$ cat config.mk
export PLATFORM = sky130hd
export DESIGN_NAME = gregorian_date_decrement
export DESIGN_NICKNAME = d
export VERILOG_FILES = /design/src/rtl/gdd_pkg.sv /design/src/rtl/gdd_alu.sv /design/src/rtl/gdd_cal.sv /design/src/rtl/gregorian_date_decrement.sv
export VERILOG_INCLUDE_DIRS = /design/src /design/src/rtl
export SDC_FILE = /design/constraint.sdc
export NUM_CORES = 1
export LEC_CHECK = 0
export BUFFER_PORTS_ARGS = -buffer_cell sky130_fd_sc_hd__buf_2
export CAP_MARGIN = 10
export CORE_ASPECT_RATIO = 1.25
export CORE_MARGIN = 3
export CORE_UTILIZATION = 60
export CTS_CLUSTER_SIZE = 25
export DETAILED_ROUTE_END_ITERATION = 12
export PLACE_DENSITY_LB_ADDON = 0.1
export SLEW_MARGIN = 20
export SYNTH_ARGS = -nofsm -noshare
export SYNTH_HDL_FRONTEND = slang
export SYNTH_SLANG_ARGS = --single-unit
$ cat constraint.sdc
create_clock -name clock -period 8 [get_ports clock]
set_input_delay 0.4 -clock clock [delete_from_list [all_inputs] [get_ports clock]]
set_output_delay 0.4 -clock clock [all_outputs]
set_load 0.03 [all_outputs]
$ cat src/rtl/gregorian_date_decrement_macros.svh
// assertion macros for the gregorian date decrement block
// used by the top level only, no other dependencies
`ifndef GREGORIAN_DATE_DECREMENT_MACROS_SVH
`define GREGORIAN_DATE_DECREMENT_MACROS_SVH

// same-cycle implication, disabled during reset
`define GDD_ASSERT_NOW(lbl, clk, rst, ante, cons, msg) \
   lbl: assert property (@(posedge clk) disable iff (rst) (ante) |-> (cons)) \
      else $error(msg);

// next-cycle implication, disabled during reset
`define GDD_ASSERT_NEXT(lbl, clk, rst, ante, cons, msg) \
   lbl: assert property (@(posedge clk) disable iff (rst) (ante) |=> (cons)) \
      else $error(msg);

`endif

$ cat src/rtl/gdd_pkg.sv
// shared types, constants and month table for the date decrement block
// no dependencies
package gdd_pkg;

   localparam int DAY_W   = 5;
   localparam int MON_W   = 4;
   localparam int YEAR_W  = 16;
   localparam int CNT_W   = 15;
   localparam int CMD_W   = 3;
   localparam int RES_W   = 5;
   localparam int ALU_W   = 18;

   localparam logic [CMD_W-1:0] CMD_DAYS       = 3'd0;
   localparam logic [CMD_W-1:0] CMD_WEEKS      = 3'd1;
   localparam logic [CMD_W-1:0] CMD_MONTHS     = 3'd2;
   localparam logic [CMD_W-1:0] CMD_YEARS      = 3'd3;
   localparam logic [CMD_W-1:0] CMD_DECADES    = 3'd4;
   localparam logic [CMD_W-1:0] CMD_CENTURY    = 3'd5;
   localparam logic [CMD_W-1:0] CMD_MILLENNIUM = 3'd6;

   localparam logic [MON_W-1:0] MON_JAN = 4'd1;
   localparam logic [MON_W-1:0] MON_FEB = 4'd2;
   localparam logic [MON_W-1:0] MON_DEC = 4'd12;

   // residue of 32767 modulo 25, used when the year wraps downward
   localparam logic [RES_W-1:0] RES_AT_WRAP = 5'd17;
   localparam logic [RES_W-1:0] RES_MAX     = 5'd24;

   typedef struct packed {
      logic [MON_W-1:0]         mon;
      logic signed [YEAR_W-1:0] year;
      logic [RES_W-1:0]         res;
      logic [DAY_W-1:0]         len;
   } cal_type;

   function automatic logic [DAY_W-1:0] month_days(input logic [MON_W-1:0] m,
                                                   input logic leap);
      logic [DAY_W-1:0] d;
      unique case (m)
         4'd2:                   d = leap ? 5'd29 : 5'd28;
         4'd4, 4'd6, 4'd9, 4'd11: d = 5'd30;
         default:                d = 5'd31;
      endcase
      return d;
   endfunction

endpackage

$ cat src/rtl/gdd_alu.sv
// shared subtract and compare unit of the date decrement block
// depends on gdd_pkg
module gdd_alu (
   input  logic [gdd_pkg::ALU_W-1:0] a,
   input  logic [gdd_pkg::ALU_W-1:0] b,
   output logic [gdd_pkg::ALU_W-1:0] diff,
   output logic                      borrow
);
   import gdd_pkg::*;

   // borrow set means a < b
   assign {borrow, diff} = {1'b0, a} - {1'b0, b};

endmodule

$ cat src/rtl/gdd_cal.sv
// one month step back: previous month, year, year residue mod 25 and month length
// depends on gdd_pkg
module gdd_cal (
   input  logic [gdd_pkg::MON_W-1:0]         mon,
   input  logic signed [gdd_pkg::YEAR_W-1:0] year,
   input  logic [gdd_pkg::RES_W-1:0]         res,
   output gdd_pkg::cal_type                  prev
);
   import gdd_pkg::*;

   logic leap;

   always_comb begin
      prev.mon  = mon;
      prev.year = year;
      prev.res  = res;
      if (mon <= MON_JAN) begin
         prev.mon  = MON_DEC;
         prev.year = year - 16'sd1;
         // most negative year wraps to the most positive one
         if (year == {1'b1, {(YEAR_W-1){1'b0}}}) begin
            prev.res = RES_AT_WRAP;
         end else if (res == '0) begin
            prev.res = RES_MAX;
         end else begin
            prev.res = res - 5'd1;
         end
      end else begin
         prev.mon = mon - 4'd1;
      end
      // divisible by 400 means divisible by 16 and by 25
      leap = (prev.year[1:0] == 2'b00) && ((prev.res != '0) || (prev.year[3:0] == 4'b0000));
      prev.len = month_days(prev.mon, leap);
   end

endmodule

$ cat src/rtl/gregorian_date_decrement.sv
// top level of the gregorian date decrement block: sequencer and output register
// depends on gdd_pkg, gdd_alu, gdd_cal and gregorian_date_decrement_macros.svh
//
//   channel | direction | beat contents
//   req     | in        | tuser: cmd; tdata: count, in_day, in_month, in_year
//   rsp     | out       | tdata: out_day, out_month, out_year
//
// an item is accepted in idle, then passes the year mod 25 reduction, a sign fix and
// the run: day and week modes step back one month per step until the remainder fits in
// the day, month mode steps back one month per count, the year modes take one subtract;
// the result then goes to the output register; every step goes through the one
// shared subtractor. reset is synchronous and clears the sequencer and rsp_tvalid.
// req_tready is high only when idle; a result held by rsp_tready stalls the
// next item's finish but not its acceptance.
`include "gregorian_date_decrement_macros.svh"

module gregorian_date_decrement (
   input  logic        clock,
   input  logic        reset,
   input  logic        req_tvalid,
   output logic        req_tready,
   input  logic [39:0] req_tdata,   // count[14:0], in_day[19:15], in_month[23:20], in_year[39:24]
   input  logic [2:0]  req_tuser,   // cmd[2:0]
   output logic        rsp_tvalid,
   input  logic        rsp_tready,
   output logic [31:0] rsp_tdata    // out_day[4:0], out_month[8:5], out_year[24:9], zeros above
);
   import gdd_pkg::*;

   typedef enum logic [4:0] {
      ST_IDLE = 5'b00001,
      ST_MOD  = 5'b00010,
      ST_FIX  = 5'b00100,
      ST_RUN  = 5'b01000,
      ST_DONE = 5'b10000
   } state_type;

   state_type state_ff, state_in;
   logic [CMD_W-1:0]         cmd_ff, cmd_in;
   logic [DAY_W-1:0]         day_ff, day_in;
   logic [MON_W-1:0]         mon_ff, mon_in;
   logic signed [YEAR_W-1:0] year_ff, year_in;
   logic [ALU_W-1:0]         rem_ff, rem_in;
   logic [YEAR_W-1:0]        red_ff, red_in;
   logic [3:0]               k_ff, k_in;
   logic [RES_W-1:0]         res_ff, res_in;
   logic                     rsp_tvalid_ff, rsp_tvalid_in;
   logic [31:0]              rsp_tdata_ff, rsp_tdata_in;

   logic [ALU_W-1:0] alu_a, alu_b, alu_diff;
   logic             alu_borrow;
   cal_type          prev;

   logic [CNT_W-1:0]  req_count;
   logic [DAY_W-1:0]  req_day;
   logic [MON_W-1:0]  req_mon;
   logic [YEAR_W-1:0] year_sub;

   assign req_count = req_tdata[14:0];
   assign req_day   = req_tdata[19:15];
   assign req_mon   = req_tdata[23:20];

   gdd_alu u_alu (
      .a      (alu_a),
      .b      (alu_b),
      .diff   (alu_diff),
      .borrow (alu_borrow)
   );

   gdd_cal u_cal (
      .mon  (mon_ff),
      .year (year_ff),
      .res  (res_ff),
      .prev (prev)
   );

   assign req_tready = (state_ff == ST_IDLE);
   assign rsp_tvalid = rsp_tvalid_ff;
   assign rsp_tdata  = rsp_tdata_ff;

   // year amount for the year modes; count sits in the low bits of rem
   always_comb begin
      unique case (cmd_ff)
         CMD_DECADES:    year_sub = 16'({rem_ff[CNT_W-1:0], 3'b000})
                                  + 16'({rem_ff[CNT_W-1:0], 1'b0});
         CMD_CENTURY:    year_sub = 16'd100;
         CMD_MILLENNIUM: year_sub = 16'd1000;
         default:        year_sub = {1'b0, rem_ff[CNT_W-1:0]};
      endcase
   end

   // operand select for the shared subtractor
   always_comb begin
      alu_a = '0;
      alu_b = '0;
      unique case (state_ff)
         ST_MOD: begin
            alu_a = {2'b00, red_ff};
            alu_b = ALU_W'(25) << k_ff;
         end
         ST_FIX: begin
            alu_a = {13'd0, red_ff[RES_W-1:0]};
            alu_b = year_ff[YEAR_W-1] ? ALU_W'(11) : '0;
         end
         ST_RUN: begin
            unique case (cmd_ff)
               CMD_DAYS, CMD_WEEKS: begin
                  alu_a = rem_ff;
                  alu_b = {13'd0, day_ff};
               end
               CMD_MONTHS: begin
                  alu_a = {13'd0, prev.len};
                  alu_b = {13'd0, day_ff};
               end
               default: begin
                  alu_a = {2'b00, year_ff};
                  alu_b = {2'b00, year_sub};
               end
            endcase
         end
         default: begin
            alu_a = '0;
            alu_b = '0;
         end
      endcase
   end

   always_comb begin
      state_in      = state_ff;
      cmd_in        = cmd_ff;
      day_in        = day_ff;
      mon_in        = mon_ff;
      year_in       = year_ff;
      rem_in        = rem_ff;
      red_in        = red_ff;
      k_in          = k_ff;
      res_in        = res_ff;
      rsp_tvalid_in = rsp_tvalid_ff & ~rsp_tready;
      rsp_tdata_in  = rsp_tdata_ff;
      unique case (state_ff)
         ST_IDLE: begin
            if (req_tvalid) begin
               cmd_in  = req_tuser;
               day_in  = (req_day == '0) ? 5'd1 : req_day;
               mon_in  = ((req_mon < MON_JAN) || (req_mon > MON_DEC)) ? MON_DEC : req_mon;
               year_in = req_tdata[39:24];
               red_in  = req_tdata[39:24];
               k_in    = 4'd11;
               if (req_tuser == CMD_WEEKS) begin
                  rem_in = {req_count, 3'b000} - {3'b000, req_count};
               end else begin
                  rem_in = {3'b000, req_count};
               end
               state_in = ST_MOD;
            end
         end
         ST_MOD: begin
            // restoring reduction of the unsigned year modulo 25
            if (!alu_borrow) begin
               red_in = alu_diff[YEAR_W-1:0];
            end
            k_in = k_ff - 4'd1;
            if (k_ff == '0) begin
               state_in = ST_FIX;
            end
         end
         ST_FIX: begin
            // a negative year is 65536 below its unsigned form, 65536 mod 25 is 11
            res_in   = alu_borrow ? 5'(alu_diff[RES_W-1:0] + 5'd25) : alu_diff[RES_W-1:0];
            state_in = ST_RUN;
         end
         ST_RUN: begin
            unique case (cmd_ff)
               CMD_DAYS, CMD_WEEKS: begin
                  if (rem_ff == '0) begin
                     state_in = ST_DONE;
                  end else if (alu_borrow) begin
                     day_in = 5'(5'd0 - alu_diff[DAY_W-1:0]);
                     rem_in = '0;
                  end else begin
                     rem_in  = alu_diff;
                     mon_in  = prev.mon;
                     year_in = prev.year;
                     res_in  = prev.res;
                     day_in  = prev.len;
                  end
               end
               CMD_MONTHS: begin
                  if (rem_ff == '0) begin
                     state_in = ST_DONE;
                  end else begin
                     rem_in  = rem_ff - ALU_W'(1);
                     mon_in  = prev.mon;
                     year_in = prev.year;
                     res_in  = prev.res;
                     if (alu_borrow) begin
                        day_in = prev.len;
                     end
                  end
               end
               CMD_YEARS, CMD_DECADES, CMD_CENTURY, CMD_MILLENNIUM: begin
                  year_in  = alu_diff[YEAR_W-1:0];
                  state_in = ST_DONE;
               end
               default: begin
                  state_in = ST_DONE;
               end
            endcase
         end
         ST_DONE: begin
            if (!rsp_tvalid_ff || rsp_tready) begin
               rsp_tvalid_in = 1'b1;
               rsp_tdata_in  = {7'd0, year_ff, mon_ff, day_ff};
               state_in      = ST_IDLE;
            end
         end
         default: begin
            state_in = ST_IDLE;
         end
      endcase
   end

   always_ff @(posedge clock) begin
      if (reset) begin
         state_ff      <= ST_IDLE;
         rsp_tvalid_ff <= 1'b0;
      end else begin
         state_ff      <= state_in;
         rsp_tvalid_ff <= rsp_tvalid_in;
      end
   end

   always_ff @(posedge clock) begin
      cmd_ff       <= cmd_in;
      day_ff       <= day_in;
      mon_ff       <= mon_in;
      year_ff      <= year_in;
      rem_ff       <= rem_in;
      red_ff       <= red_in;
      k_ff         <= k_in;
      res_ff       <= res_in;
      rsp_tdata_ff <= rsp_tdata_in;
   end

   `GDD_ASSERT_NEXT(a_accept_starts_reduction, clock, reset, req_tvalid && req_tready, state_ff == ST_MOD, "accepted beat did not start the year reduction")
   `GDD_ASSERT_NOW(a_residue_in_range, clock, reset, state_ff == ST_RUN, res_ff <= RES_MAX, "year residue out of range")
   `GDD_ASSERT_NOW(a_run_date_sane, clock, reset, state_ff == ST_RUN, (day_ff != '0) && (mon_ff >= MON_JAN) && (mon_ff <= MON_DEC), "working date out of range")
   `GDD_ASSERT_NOW(a_rsp_month_sane, clock, reset, rsp_tvalid, (rsp_tdata[8:5] >= MON_JAN) && (rsp_tdata[8:5] <= MON_DEC) && (rsp_tdata[4:0] != '0), "result date out of range")

endmodule

---- Yosys cells after proc, flatten, opt, wreduce, memory -nomap -nowiden ----
Index checks and enable logic that the tools add are counted.
word-level totals
  bits of input ports ..................... 47
  bits in registers ....................... 102
  output and inout bits ................... 34
  word-level logic and storage cells ...... 144
cells by class
  bitwise operators ....................... 2
  order comparisons ....................... 3
  equality and inequality tests ........... 29
  shift-type cells ........................ 1
  mux-type cells .......................... 58
  reduce and logical (&&, ||, !) cells .... 30
  $add $sub $neg .......................... 10
operators with widths
  kind                                                 count
  case mux 18 bit (2 select lines)                     3
  case mux 18 bit (3 select lines)                     2
  two-way mux 16 bit                                   6
  case mux 16 bit (3 select lines)                     2
  two-way mux 18 bit                                   5
  two-way mux 5 bit                                    17
  case mux 16 bit (2 select lines)                     2
  case mux 5 bit (2 select lines)                      5
  two-way mux 4 bit                                    8
  case mux 5 bit (5 select lines)                      1
  case mux 4 bit (2 select lines)                      3
  two-way mux 21 bit                                   1
  subtractor 18 x 18 -> 19 bit                         1
  logical NOT 18 bit                                   1
  AND reduction 6 bit                                  3
  left shift 5 x 4 -> 18 bit (first input constant)    1
  subtractor 18 x 1 -> 18 bit (second input constant)  1
  subtractor 18 x 15 -> 18 bit                         1
  adder 16 bit                                         1
  equality test 16 bit (second input constant)         1
  subtractor 16 x 2 -> 16 bit (second input constant)  1
  inequality test 3 bit (second input constant)        5
  logical NOT 5 bit                                    2
  AND reduction 5 bit                                  2
  38 further kinds                                     58

---- Longest topological paths before layout ----
Gate-level depths: netlist (run 1).
  word-level depth ........................ 17
  mapped depth ............................ 25

---- Cells and area by module ----
Synthesis (run 1) repeated with hierarchy kept, for this count alone.
unflattened totals
  cells, all modules ...................... 1033
  area, all modules ....................... 8887.3 um2
by module, submodules not included
  module                    area each (um2)  times used  seq. area each (um2)  cells each
  gregorian_date_decrement  7258.2           1           3002.9                804
  gdd_alu                   829.5            1           0.0                   113
  gdd_cal                   799.5            1           0.0                   116

---- Worst setup path after synthesis (run 1) ----
No wires, ideal clock.
  path type ............................... register to register
  start ................................... register year_ff[10]
  end ..................................... register red_ff[0], enable pin
  path slack .............................. 2.301 ns
  buffers on the path ..................... 2
  setup time .............................. 0.411 ns
  stages on the path, launching flop included .. 20
  clock period less this slack ............ 5.699 ns
  arrival ................................. 5.288 ns
  data required time ...................... 7.589 ns
  path through ............................ edfxtp_1 -> or4_4 -> nor4_1 -> and4b_1 -> buf_2 -> o31a_1 -> a2111oi_0 -> a21oi_1 -> o221ai_1 -> a21boi_0 -> ha_1 -> fa_1 -> nand2b_1 -> a21o_1 -> a211o_1 -> a211oi_2 -> o21a_4 -> o22ai_4 -> buf_6 -> o21ai_0
on the way
  word-level cells in the longest chain between the ends .. 13
RTL lines
  what                                      line                             source
  from (decl)                               gregorian_date_decrement.sv:42   logic signed [YEAR_W-1:0] year_ff, year_in;
  from (signal assigned)                    gregorian_date_decrement.sv:237  year_ff <= year_in;
  equality test 16 bit                      gdd_cal.sv:21                    if (year == {1'b1, {(YEAR_W-1){1'b0}}}) begin
  two-way mux 5 bit                         gdd_cal.sv:21
  two-way mux 21 bit                        gdd_cal.sv:17                    if (mon <= MON_JAN) begin
  nonzero test 5 bit                        gdd_cal.sv:32                    leap = (prev.year[1:0] == 2'b00) && ((prev.res != '0) || (prev.year[3:0] == 4'b0000));
  logical OR 1 bit                          gdd_cal.sv:32
  logical AND 1 bit                         gdd_cal.sv:32
  two-way mux 1 bit                         gdd_pkg.sv:40                    4'd2: d = leap ? 5'd29 : 5'd28;
  case mux 5 bit (2 select lines)           gdd_pkg.sv:39                    unique case (m)
  case mux 18 bit (2 select lines) *        gregorian_date_decrement.sv:106  unique case (cmd_ff)
  case mux 18 bit (3 select lines) *        gregorian_date_decrement.sv:96   unique case (state_ff)
  subtractor 18 x 18 -> 19 bit *            gdd_alu.sv:12                    assign {borrow, diff} = {1'b0, a} - {1'b0, b};
  inequality test 2 bit (no source line) *  n/a
  AND reduction 3 bit (no source line) *    n/a
  to (signal assigned)                      gregorian_date_decrement.sv:239  red_ff <= red_in;
  to (decl)                                 gregorian_date_decrement.sv:44   logic [YEAR_W-1:0] red_ff, red_in;
Mark *: on every way between the ends. The rest lies on a longest branch, timed or not.
A chain may end at the register's enable or synchronous reset.

---- Worst setup path after layout (run 1) ----
  start ................................... register year_ff[9]
  end ..................................... register year_ff[15], enable pin
on the way
  word-level cells in the longest chain between the ends .. 13
RTL lines
  what                                      line
  equality test 16 bit                      gdd_cal.sv:21
  two-way mux 5 bit                         gdd_cal.sv:21
  two-way mux 21 bit                        gdd_cal.sv:17
  nonzero test 5 bit                        gdd_cal.sv:32
  logical OR 1 bit                          gdd_cal.sv:32
  logical AND 1 bit                         gdd_cal.sv:32
  two-way mux 1 bit                         gdd_pkg.sv:40
  case mux 5 bit (2 select lines)           gdd_pkg.sv:39
  case mux 18 bit (2 select lines) *        gregorian_date_decrement.sv:106
  case mux 18 bit (3 select lines) *        gregorian_date_decrement.sv:96
  subtractor 18 x 18 -> 19 bit *            gdd_alu.sv:12
  inequality test 3 bit (no source line) *  n/a
  AND reduction 6 bit (no source line) *    n/a
Marked as above.

==> results of run 1 <==
## power by group through the flow
stage / combinational (uW) / sequential (uW) / clock, uW
after detailed placement: 688 / 768 / 0
after global placement: 680 / 766 / 0
final: 707 / 761 / 442
after CTS: 693 / 756 / 445
after global routing: 769 / 767 / 464
after floorplan: 535 / 737 / 0
## metrics by stage
step           utilization [%]  total power [uW]
2_1_floorplan                -              1272
3_3_place_gp             64.44              1445
3_5_place_dp             64.44              1456
4_1_cts                  66.55              1894
5_1_grt                  66.58              2001
6_report                 66.59              1910
## cells in the mapped netlist (8+ instances only)
master	number	area share, %
nor3_1	40	2.4
nand2_1	101	4.5
o31ai_1	12	1.1
a222oi_1	17	2.0
or4_1	8	0.71
a221oi_1	14	1.4
o21a_1	10	0.88
nor2b_1	9	0.66
and2_1	8	0.59
o21ai_0	57	3.3
inv_1	58	2.6
edfxtp_1	96	34
nand3_1	21	1.2
a21o_1	9	0.79
a31oi_1	23	1.7
xor2_1	20	2.1
xnor2_1	53	5.5
ha_1	58	8.5
nor2_1	115	5.1
a21oi_1	72	4.2
nor4_1	8	0.59
clkbuf_1	39	1.7
## area by class of cell
class	instances	area (um^2)	share of cell area, %
Multi-Input combinational cell	780	5067	54.85
Sequential cell	102	3003	32.50
Timing Repair Buffer	82	432.9	4.686
Clock buffer	9	225.2	2.438
Inverter	59	221.5	2.397
Tap cell	175	219.0	2.370
Clock inverter	7	67.56	0.7313
Antenna cell	1	2.502	0.02709
## logic make-up after synthesis
family,after synthesis
xor+xnor,73
flops,102
fa+ha+maj,60
mux,7
compound gates,279
simple gates,354
buf+inv,115
other cells,1
## sequential cells by signal (all words and copies together), names as in the netlist
register,count
rem_ff,18
rsp_tdata,25
res_ff,5
day_ff,5
k_ff,4
state_ff,5
year_ff,16
mon_ff,4
cmd_ff,3
rsp_tvalid,1
red_ff,16
## critical path, cell delays in order (launching register included)
cell and delay, ns:
edfxtp_1 0.46, or4_4 0.57, nor4_1 0.44, and4b_1 0.45, o31a_1 0.20, a2111oi_0 0.08, a21oi_1 0.26, o221ai_1 0.14
a21boi_0 0.18, ha_1 0.24, fa_1 0.43, nand2b_1 0.19, a21o_1 0.20, a211o_1 0.31, a211oi_2 0.27, o21a_4 0.20
o22ai_4 0.14, a2bb2oi_1 0.26, a21boi_2 0.63
## worst paths after layout
kind | start | end | cells after the start
hold / removal | req_tuser[0] | cmd_ff[0] | 1
setup reg to reg | year_ff[9] | year_ff[15] | 18
setup / recovery | year_ff[9] | year_ff[15] | 18
hold reg to reg | mon_ff[3] | rsp_tdata[8] | 0
## cell usage in the layout (no fill, tap or decap), types with 6 or more instances in the layout
master	netlist	routed
o31ai_1	12	12
or2_2	6	6
o21ai_0	57	56
edfxtp_1	96	96
a221oi_1	14	14
buf_4	7	9
nand2_1	101	101
ha_1	58	58
dfxtp_1	6	6
xor2_1	20	20
and3_1	6	6
xnor2_1	53	53
a21oi_1	72	72
nor2_1	115	115
buf_2	3	73
nand3_1	21	20
inv_1	58	58
a31oi_1	23	23
nor3_1	40	40
nor4_1	8	8
or3_1	7	7
conb_1	1	7
a21o_1	9	9
a222oi_1	17	17
or4_1	8	8
and2_1	8	8
clkbuf_16	0	9
nor2b_1	9	8
nand2b_1	6	6
o21a_1	10	10
## metal layers
layer  track usage [%]  up-vias  wire (um)
li1                  -     3737          -
met1             38.05     3637       9380
met2             51.03      405      11670
met3             4.627       63       2163
met4             13.42        0        867
met5                 0        -          0
==> reports/results.ini, run 1 <==
[outcome]
status = complete, no violations

[grt]
grt_overflow = 0
grt_usage_pct = 30.20
grt_pass1_wl_mm = 37.99
antenna_found_initial = 0
grt_pass1_vias = 7473
grt_max_degree = 45

[setup_path]
start_kind = flop
cp.required_ns = 7.99
rrSetupSlack_ns = 1.99
setup.worst_path.class = flop to flop
critPathArrivalTime_ns = 6.00
crit_fanout = 12
endpoint_kind = flop

[cells_and_area]
n_fill_cell = 1171
fin_area_um2 = 9239
stdcell_count = 1215
areaGrowthSynthToFinish_pct = 8.492
fin_nets = 1141
drive_gt1_share_pct = 11.55

[logic_synthesis]
synthMuxAreaShare_pct = 0.8522
synth_fa_ha_area_share_pct = 8.992
ys_seq_area_share_pct = 35.26
syn_area_um2 = 8516
synth-simple-area-share_pct = 19.41
async_reset_ff_share_pct = 0
synth_top_family_by_area = compound AO/OA/AOI/OAI gates
synthFlopType = edfxtp_1
synth-xor-area-share_pct = 7.508
synthCells = 991
synth_compound_gate_area_share_pct = 22.25
ys_types = 78
yosys_warnings = 0
synth_edf_count = 96
syn_avg_cell_area_um2 = 8.593
ys_ff_latch = 102

[power_and_ir_drop]
peakVddDrop_mv = 0.1231
power.switching_uw = 754.5
share_seq_of_total_power_pct = 39.9
pwr-share-comb_pct = 37.0
leakage_uw = 0.003777
clkPwrFrac_pct = 23.1
internal-power_uw = 1155
power_density_nw_per_um2 = 206.7
swShare_pct = 39.51

[sta]
rsz0062_at_grt = false
period_share_pct = 75.12
timing.setup.tns_ns = 0
setup_viol = 0
layout_min_cycle_time_ns = 6.010
clock_skew_ns = 0.01569
worstMarginPinSlew_ns = 1.060
fmax_mhz = 166.4
setup_ws_ns = 1.990
final_hold_viol_count = 0
finalMaxSlewViolations = 0
holdWs_ns = 0.2436
max_slew_margin_pct = 29.04

[clock_network]
insertion_delay_ns = 0.36
post-cts-setup-buffer-count = 0
clockBufferDepth = 2
cts-resized-gates = 0
clk_pin_slew_ns = 0.07
cts-root-buf = clkbuf_16
hold_buffers = 0
cts_made_buffers = 9
cts_sinks = 102
htreeDepth = 3
tritoncts = yes

[place]
placed_area_um2 = 8940
place_inst = 1198
place_congestion = 0.9567
hpwl_mm = 18.31
dp_slack_ns = 1.831
port_buffers = 73

[route]
remaining_drc_errors = 0
wire_per_inst_um = 19.82
drt_iter0_drc = 967
ant_nets = 0
routed_via_density = 6.454
drt_pre_antenna_iters = 6
drt_wl_total_mm = 24.09
num_vias = 7842

[die]
die_y_um = 139.2
dieArea_um2 = 15670
start_util_pct = 61.38
die_x_um = 112.6
design.core.area_um2 = 13870
placementRows = 48
io_pins = 81

[worst_hold_path]
hp-class = primary input to flop

[job]
cap_violations = 0

No activity file was read; power rests on OpenSTA's default activity.
==> run 2, diff against run 1 <==
- CORE_UTILIZATION: 60 -> 55
- clock period: 8 -> 5.45 ns (I/O delays scaled with it)
==> reports/results.ini, run 2 (same netlist as run 1, synthesis figures left out) <==
[sta]
clock_skew_ns = 0.007350  ; -0.008340 ns
timing.setup.tns_ns = 0  ; unchanged
finalMaxSlewViolations = 0  ; unchanged
period_share_pct = 95.19  ; +20 points
setup_viol = 0  ; unchanged
holdWs_ns = 0.1120  ; -0.1315 ns
fmax_mhz = 192.8  ; +16%
max_slew_margin_pct = 48.89  ; +20 points
rsz0062_at_grt = false
layout_min_cycle_time_ns = 5.188  ; -0.8216 ns
worstMarginPinSlew_ns = 0.7639  ; -0.2959 ns
final_hold_viol_count = 0  ; unchanged

[outcome]
status = complete, no violations

[route]
num_vias = 7882  ; +0.51%
drt_pre_antenna_iters = 7  ; +1
wire_per_inst_um = 18.72  ; -5.6%
ant_nets = 0  ; unchanged
remaining_drc_errors = 0  ; unchanged
drt_iter0_drc = 1135  ; +17%
routed_via_density = 6.177  ; -4.3%
drt_wl_total_mm = 23.89  ; -0.83%

[setup_path]
crit_fanout = 16  ; +4
cp.required_ns = 5.50  ; -2.49 ns
start_kind = flop
path_common_cell = buf_4
rrSetupSlack_ns = 0.26  ; -1.73 ns
crit_slowest_cell = or4_4
critPathArrivalTime_ns = 5.24  ; -0.76 ns
cpPeakStageDelay_ns = 0.57  ; -0.06 ns
setup.worst_path.class = flop to flop
cp-startpoint = year_ff[10]
rr_startpoint = year_ff[10]
path_cells = or4_4 -> nor4_2 -> buf_4 -> and4b_2 -> o31a_1 -> a2111oi_2 -> a21oi_2 -> o221ai_1 -> a21boi_1 -> ha_1 -> fa_1 -> nand2b_1 -> a21o_1 -> a211o_1 -> a211oi_2 -> o21a_4 -> o22ai_4 -> buf_4 -> o21ai_1 -> buf_4
endpoint_kind = flop

[job]
cap_violations = 0  ; unchanged

[power_and_ir_drop]
power_density_nw_per_um2 = 298.6  ; +44%
peakVddDrop_mv = 0.1506  ; +22%
leakage_uw = 0.003907  ; +3.4%

[clock_network]
clk_pin_slew_ns = 0.07  ; about the same
insertion_delay_ns = 0.36  ; about the same
tritoncts = yes
clockBufferDepth = 2  ; unchanged
hold_buffers = 0  ; unchanged
cts-root-buf = clkbuf_16
htreeDepth = 3  ; unchanged
cts_sinks = 102  ; unchanged
cts_made_buffers = 9  ; unchanged

[cells_and_area]
top_register = rsp_tdata
layout_common_cells = nor2_1 (114), nand2_1 (101), edfxtp_1 (96)
fin_nets = 1170  ; +2.5%
largest_reg_flops = 25  ; unchanged
fin_util_pct = 63.15  ; -3.4 points
mostFrequentLayoutCell = nor2_1
drive_gt1_share_pct = 14.70  ; +3.2 points
n_fill_cell = 1331  ; +14%
areaGrowthSynthToFinish_pct = 11.81
diodes = 0  ; -1
top_regs = rsp_tdata (25), rem_ff (18)
fin_area_um2 = 9522  ; +3.1%

[grt]
grt_pass1_wl_mm = 37.92  ; -0.20%
grt_overflow = 0  ; unchanged
grt_max_degree = 45  ; unchanged
grt_usage_pct = 28.08  ; -2.1 points
grt_pass1_vias = 7394  ; -1.1%
antenna_found_initial = 0  ; unchanged

[die]
dieArea_um2 = 17020  ; +8.6%
die_y_um = 145.1  ; +4.3%
io_pins = 81  ; unchanged
design.core.area_um2 = 15080  ; +8.7%
die_x_um = 117.3  ; +4.2%
placementRows = 50  ; +4.2%
start_util_pct = 56.48  ; -4.9 points

[worst_hold_path]
hold_start = req_tuser[0]
hp-class = primary input to flop

[place]
port_buffers = 73  ; unchanged
hpwl_mm = 18.50  ; +1.1%
placed_area_um2 = 9184  ; +2.7%
place_congestion = 0.9274  ; -3.1%

run 2: cell count changes in the layout (fill, tap and decap cells not counted), sizes merged:
| cell | before | now |
|---|---|---|
| clkinv | 4 | 2 |
| diode | 1 | 0 |
| buf | 82 | 111 |
| clkinvlp | 0 | 2 |
run 2: final cells by class:
class | count | area, um^2 | area share, %
clock buffer | 9 | 225.2 | 2.365
timing repair buffer | 111 | 650.6 | 6.833
inverter | 59 | 221.5 | 2.326
sequential | 102 | 3003 | 31.54
multi-input combinational | 780 | 5105 | 53.61
clock inverter | 7 | 56.30 | 0.5913
tap | 208 | 260.3 | 2.733
run 2: repair_timing:
item / in CTS / in global routing
pin swaps: 0 / 2
endpoints found under the hold margin: 0 / 0
setup endpoints to repair: 5 / 80
setup buffers: 0 / 2
gates resized for setup: 1 / 11
run 2: worst paths after layout:
kind	cells after the start	to
worst max register to register	20	red_ff[6]
worst max-delay path	20	red_ff[6]
worst min-delay path	1	cmd_ff[0]
worst min register to register	0	rsp_tdata[0]
run 2: per-stage QoR:
step                      setup WS (ns)  power, uW  instances
after global routing            0.01180       2982       1276
after global placement           0.3088       2169       1258
after floorplan                  0.1503       1867        997
after CTS                       0.04017       2809       1274
final                            0.2620       2843       1276
after detailed placement        0.05556       2175       1258
run 2: layer usage:
metal / track usage (%) / wire length (um) / vias to the layer above
li1: - / - / 3798
met5: 0 / 0 / -
met4: 9.639 / 753 / 0
met1: 37.18 / 9741 / 3652
met3: 4.088 / 1730 / 60
met2: 46.29 / 11660 / 372
run 2: power breakdown:
group,internal [uW],switching (uW)
Sequential,990,93.6
Clock,316,322
Combinational,425,696
run 2: critical path, delay by kind of cell, from the launching register on:
kind / cells / cell delay [ns]
compound gates: 11 / 1.98
fa+ha+maj: 2 / 0.67
buf+inv: 3 / 0.61
flops: 1 / 0.39
simple gates: 4 / 1.24
==> run 3, diff against run 2 <==
- ABC_AREA: default -> 1
- BUFFER_PORTS_ARGS: -buffer_cell sky130_fd_sc_hd__buf_2 -> -buffer_cell sky130_fd_sc_hd__clkbuf_2
- CORE_UTILIZATION: 55 -> 56
==> reports/results.ini, run 3 <==
[setup_path]
path_cells = inv_1 -> ha_1 -> nor2_1 -> nor2_1 -> a21oi_1 -> o21ai_0 -> inv_1 -> nand3_1 -> nand3_1 -> nand2_1 -> nand2_1 -> nand2_1 -> a21oi_1 -> ha_1 -> fa_1 -> inv_1 -> nand4_2 -> nand4_1 -> o211ai_1 -> nor2_1 -> o21a_1
crit_slowest_cell = nor2_1
crit_fanout = 12  ; -4
rr_startpoint = mon_ff[0]
rrSetupSlack_ns = 0.47  ; +0.21 ns
cp-startpoint = mon_ff[0]
start_kind = flop
critical_path.top_delay_family = simple AND/OR/NAND/NOR gates
cpPeakStageDelay_ns = 0.58  ; about the same
endpoint_kind = flop
setup.worst_path.class = flop to flop
path_buf_inv = 3  ; unchanged
critPathArrivalTime_ns = 4.98  ; -0.26 ns
cp.required_ns = 5.45  ; -0.05 ns

[power_and_ir_drop]
swShare_pct = 37.16  ; -2.0 points
internal-power_uw = 1524  ; -12%
share_seq_of_total_power_pct = 41.0  ; +2.9 points
leakage_uw = 0.004647  ; +19%
power.switching_uw = 901.1  ; -19%
power_density_nw_per_um2 = 244.4  ; -18%
pwr-share-comb_pct = 31.4  ; -8.0 points
peakVddDrop_mv = 0.1390  ; -7.7%
clkPwrFrac_pct = 27.7  ; +5.2 points
total_power_uw = 2425  ; -15%

[sta]
setup_viol = 0  ; unchanged
timing.setup.tns_ns = 0  ; unchanged
final_hold_viol_count = 0  ; unchanged
holdWs_ns = 0.09637  ; -0.01565 ns
finalMaxSlewViolations = 0  ; unchanged
max_slew_margin_pct = 49.87  ; +0.98 points
fmax_mhz = 200.8  ; +4.2%
worstMarginPinSlew_ns = 0.7492  ; -0.01471 ns
layout_min_cycle_time_ns = 4.979  ; -0.2091 ns
period_share_pct = 91.36  ; -3.8 points
rsz0062_at_grt = false
clock_skew_ns = 0.005071  ; -0.002280 ns

[grt]
grt_usage_pct = 29.44  ; +1.4 points
antenna_found_initial = 0  ; unchanged
grt_pass1_wl_mm = 41.61  ; +9.7%
grt_overflow = 0  ; unchanged
use_met1_pct = 37.67  ; +0.49 points
grt_max_degree = 52  ; +16%
use_met3_pct = 2.891  ; -1.2 points
grt_pass1_vias = 8297  ; +12%
grt.busiest_layer = met2
grt_use_met2_pct = 51.73  ; +5.4 points

[cells_and_area]
stdcell_count = 1549  ; +21%
areaGrowthSynthToFinish_pct = 9.137
drive_gt1_share_pct = 10.40  ; -4.3 points
mostFrequentLayoutCell = nand2_1
top_register = rsp_tdata
top_regs = rsp_tdata (25), rem_ff (18)
fin_nets = 1439  ; +23%
layout_common_cells = nand2_1 (302), inv_1 (169), nor2_1 (134)
diodes = 0  ; unchanged
largest_reg_flops = 25  ; unchanged
fin_area_um2 = 9923  ; +4.2%

[place]
place_congestion = 1.011  ; +9.0%
port_buffers = 73  ; unchanged
place_inst = 1533  ; +22%
hpwl_mm = 20.72  ; +12%
placed_area_um2 = 9625  ; +4.8%

[worst_hold_path]
hold_start = req_tuser[0]
hp-class = primary input to flop

[die]
die_y_um = 148.5  ; +2.3%
dieArea_um2 = 17810  ; +4.6%
placementRows = 51  ; +2.0%
start_util_pct = 57.69  ; +1.2 points
io_pins = 81  ; unchanged
die_x_um = 120.0  ; +2.3%
design.core.area_um2 = 15760  ; +4.5%

[route]
remaining_drc_errors = 0  ; unchanged
num_vias = 8854  ; +12%
drt_wl_total_mm = 26.26  ; +9.9%
ant_nets = 0  ; unchanged
drt_iter0_drc = 765  ; -33%
drt_pre_antenna_iters = 6  ; -1
wire_per_inst_um = 16.95  ; -9.4%
routed_via_density = 5.716  ; -7.5%

[logic_synthesis]
syn_area_um2 = 9092  ; +6.8%
yosysTopAreaCell = edfxtp_1
yosys-top-cells-area = edfxtp_1 (32%), nand2_1 (12%), ha_1 (8.0%)
synthCells = 1270  ; +28%
async_reset_ff_share_pct = 0  ; unchanged
yosys_warnings = 0  ; unchanged
ys_seq_area_share_pct = 33.03  ; -2.2 points
ys_top_cells_by_count = nand2_1 (302), inv_1 (169), nor2_1 (134), edfxtp_1 (96), a21oi_1 (95)
synth_edf_count = 96  ; unchanged
ys_ff_latch = 102  ; unchanged
synth.top_cell.area_share_pct = 31.70  ; -2.1 points
synthFlopType = edfxtp_1
ys_types = 57  ; -27%
syn_avg_cell_area_um2 = 7.159  ; -17%
synth.most_common_cell = nand2_1

[clock_network]
cts_sinks = 102  ; unchanged
post-cts-setup-buffer-count = 0  ; unchanged
clk_pin_slew_ns = 0.08  ; about the same
hold_buffers = 0  ; unchanged
cts-resized-gates = 0  ; -1
cts_made_buffers = 9  ; unchanged
htreeDepth = 3  ; unchanged
insertion_delay_ns = 0.36  ; about the same
clockBufferDepth = 2  ; unchanged
cts-root-buf = clkbuf_16
tritoncts = yes

[outcome]
status = complete, no violations

[job]
cap_violations = 0  ; unchanged

-- run 3: stage by stage --
step | setup WS [ns] | utilization, %
final | 0.4711 | 62.96
after global routing | 0.1210 | 62.96
after CTS | 0.4960 | 62.96
after detailed placement | 0.5388 | 61.07
after global placement | 0.6597 | 61.07
after floorplan | 1.478 | -
-- run 3: per-layer routing --
layer | share of wire, % | up-vias
li1 | - | 4410
met1 | 41 | 4031
met2 | 49 | 363
met3 | 7.0 | 50
met4 | 3.1 | 0
met5 | 0 | -
-- run 3: power groups by stage --
stage	Sequential, uW	Combinational, uW	Clock (uW)
after floorplan	990	562	0
final	994	760	671
after detailed placement	1010	744	0
after global placement	1010	739	0
after CTS	992	748	673
after global routing	1000	846	707
-- run 3: worst paths after layout --
| path | to | cells after the start |
|---|---|---|
| max reg2reg | year_ff[13] | 21 |
| min | cmd_ff[0] | 1 |
| min reg2reg | rsp_tdata[4] | 0 |
| max | year_ff[13] | 21 |
-- run 3: logic make-up (layout without fill, tap and decap cells) --
logic type | after synthesis | count (layout) | synth area share [%]
buffers and inverters | 216 | 277 | 9.577
AOI/OAI and AO/OA | 286 | 286 | 18.49
xor gates and xnor gates | 39 | 39 | 3.757
and+or+nand+nor | 565 | 565 | 26.57
other | 1 | 7 | 0.04124
muxes | 1 | 1 | 0.1101
DFF | 102 | 102 | 33.03
adders and majority gates | 60 | 60 | 8.422
-- run 3: area by class of cell --
type	count	area (um^2)
inverter	179	673.1
clock buffer	10	250.2
tap	212	265.3
multi-input combinational	958	5251
clock inverter	6	47.55
fill	1508	5838
timing repair buffer	82	432.9
sequential	102	3003
-- run 3: worst register-to-register path: stages (launching register included) --
cell and delay (ns):
edfxtp_1 0.49, inv_1 0.15, ha_1 0.20, nor2_1 0.05
nor2_1 0.58, a21oi_1 0.07, o21ai_0 0.19, inv_1 0.10
nand3_1 0.20, nand3_1 0.11, nand2_1 0.14, nand2_1 0.07
nand2_1 0.08, a21oi_1 0.07, ha_1 0.22, fa_1 0.42
inv_1 0.12, nand4_2 0.12, nand4_1 0.18, o211ai_1 0.12
nor2_1 0.36, o21a_1 0.56
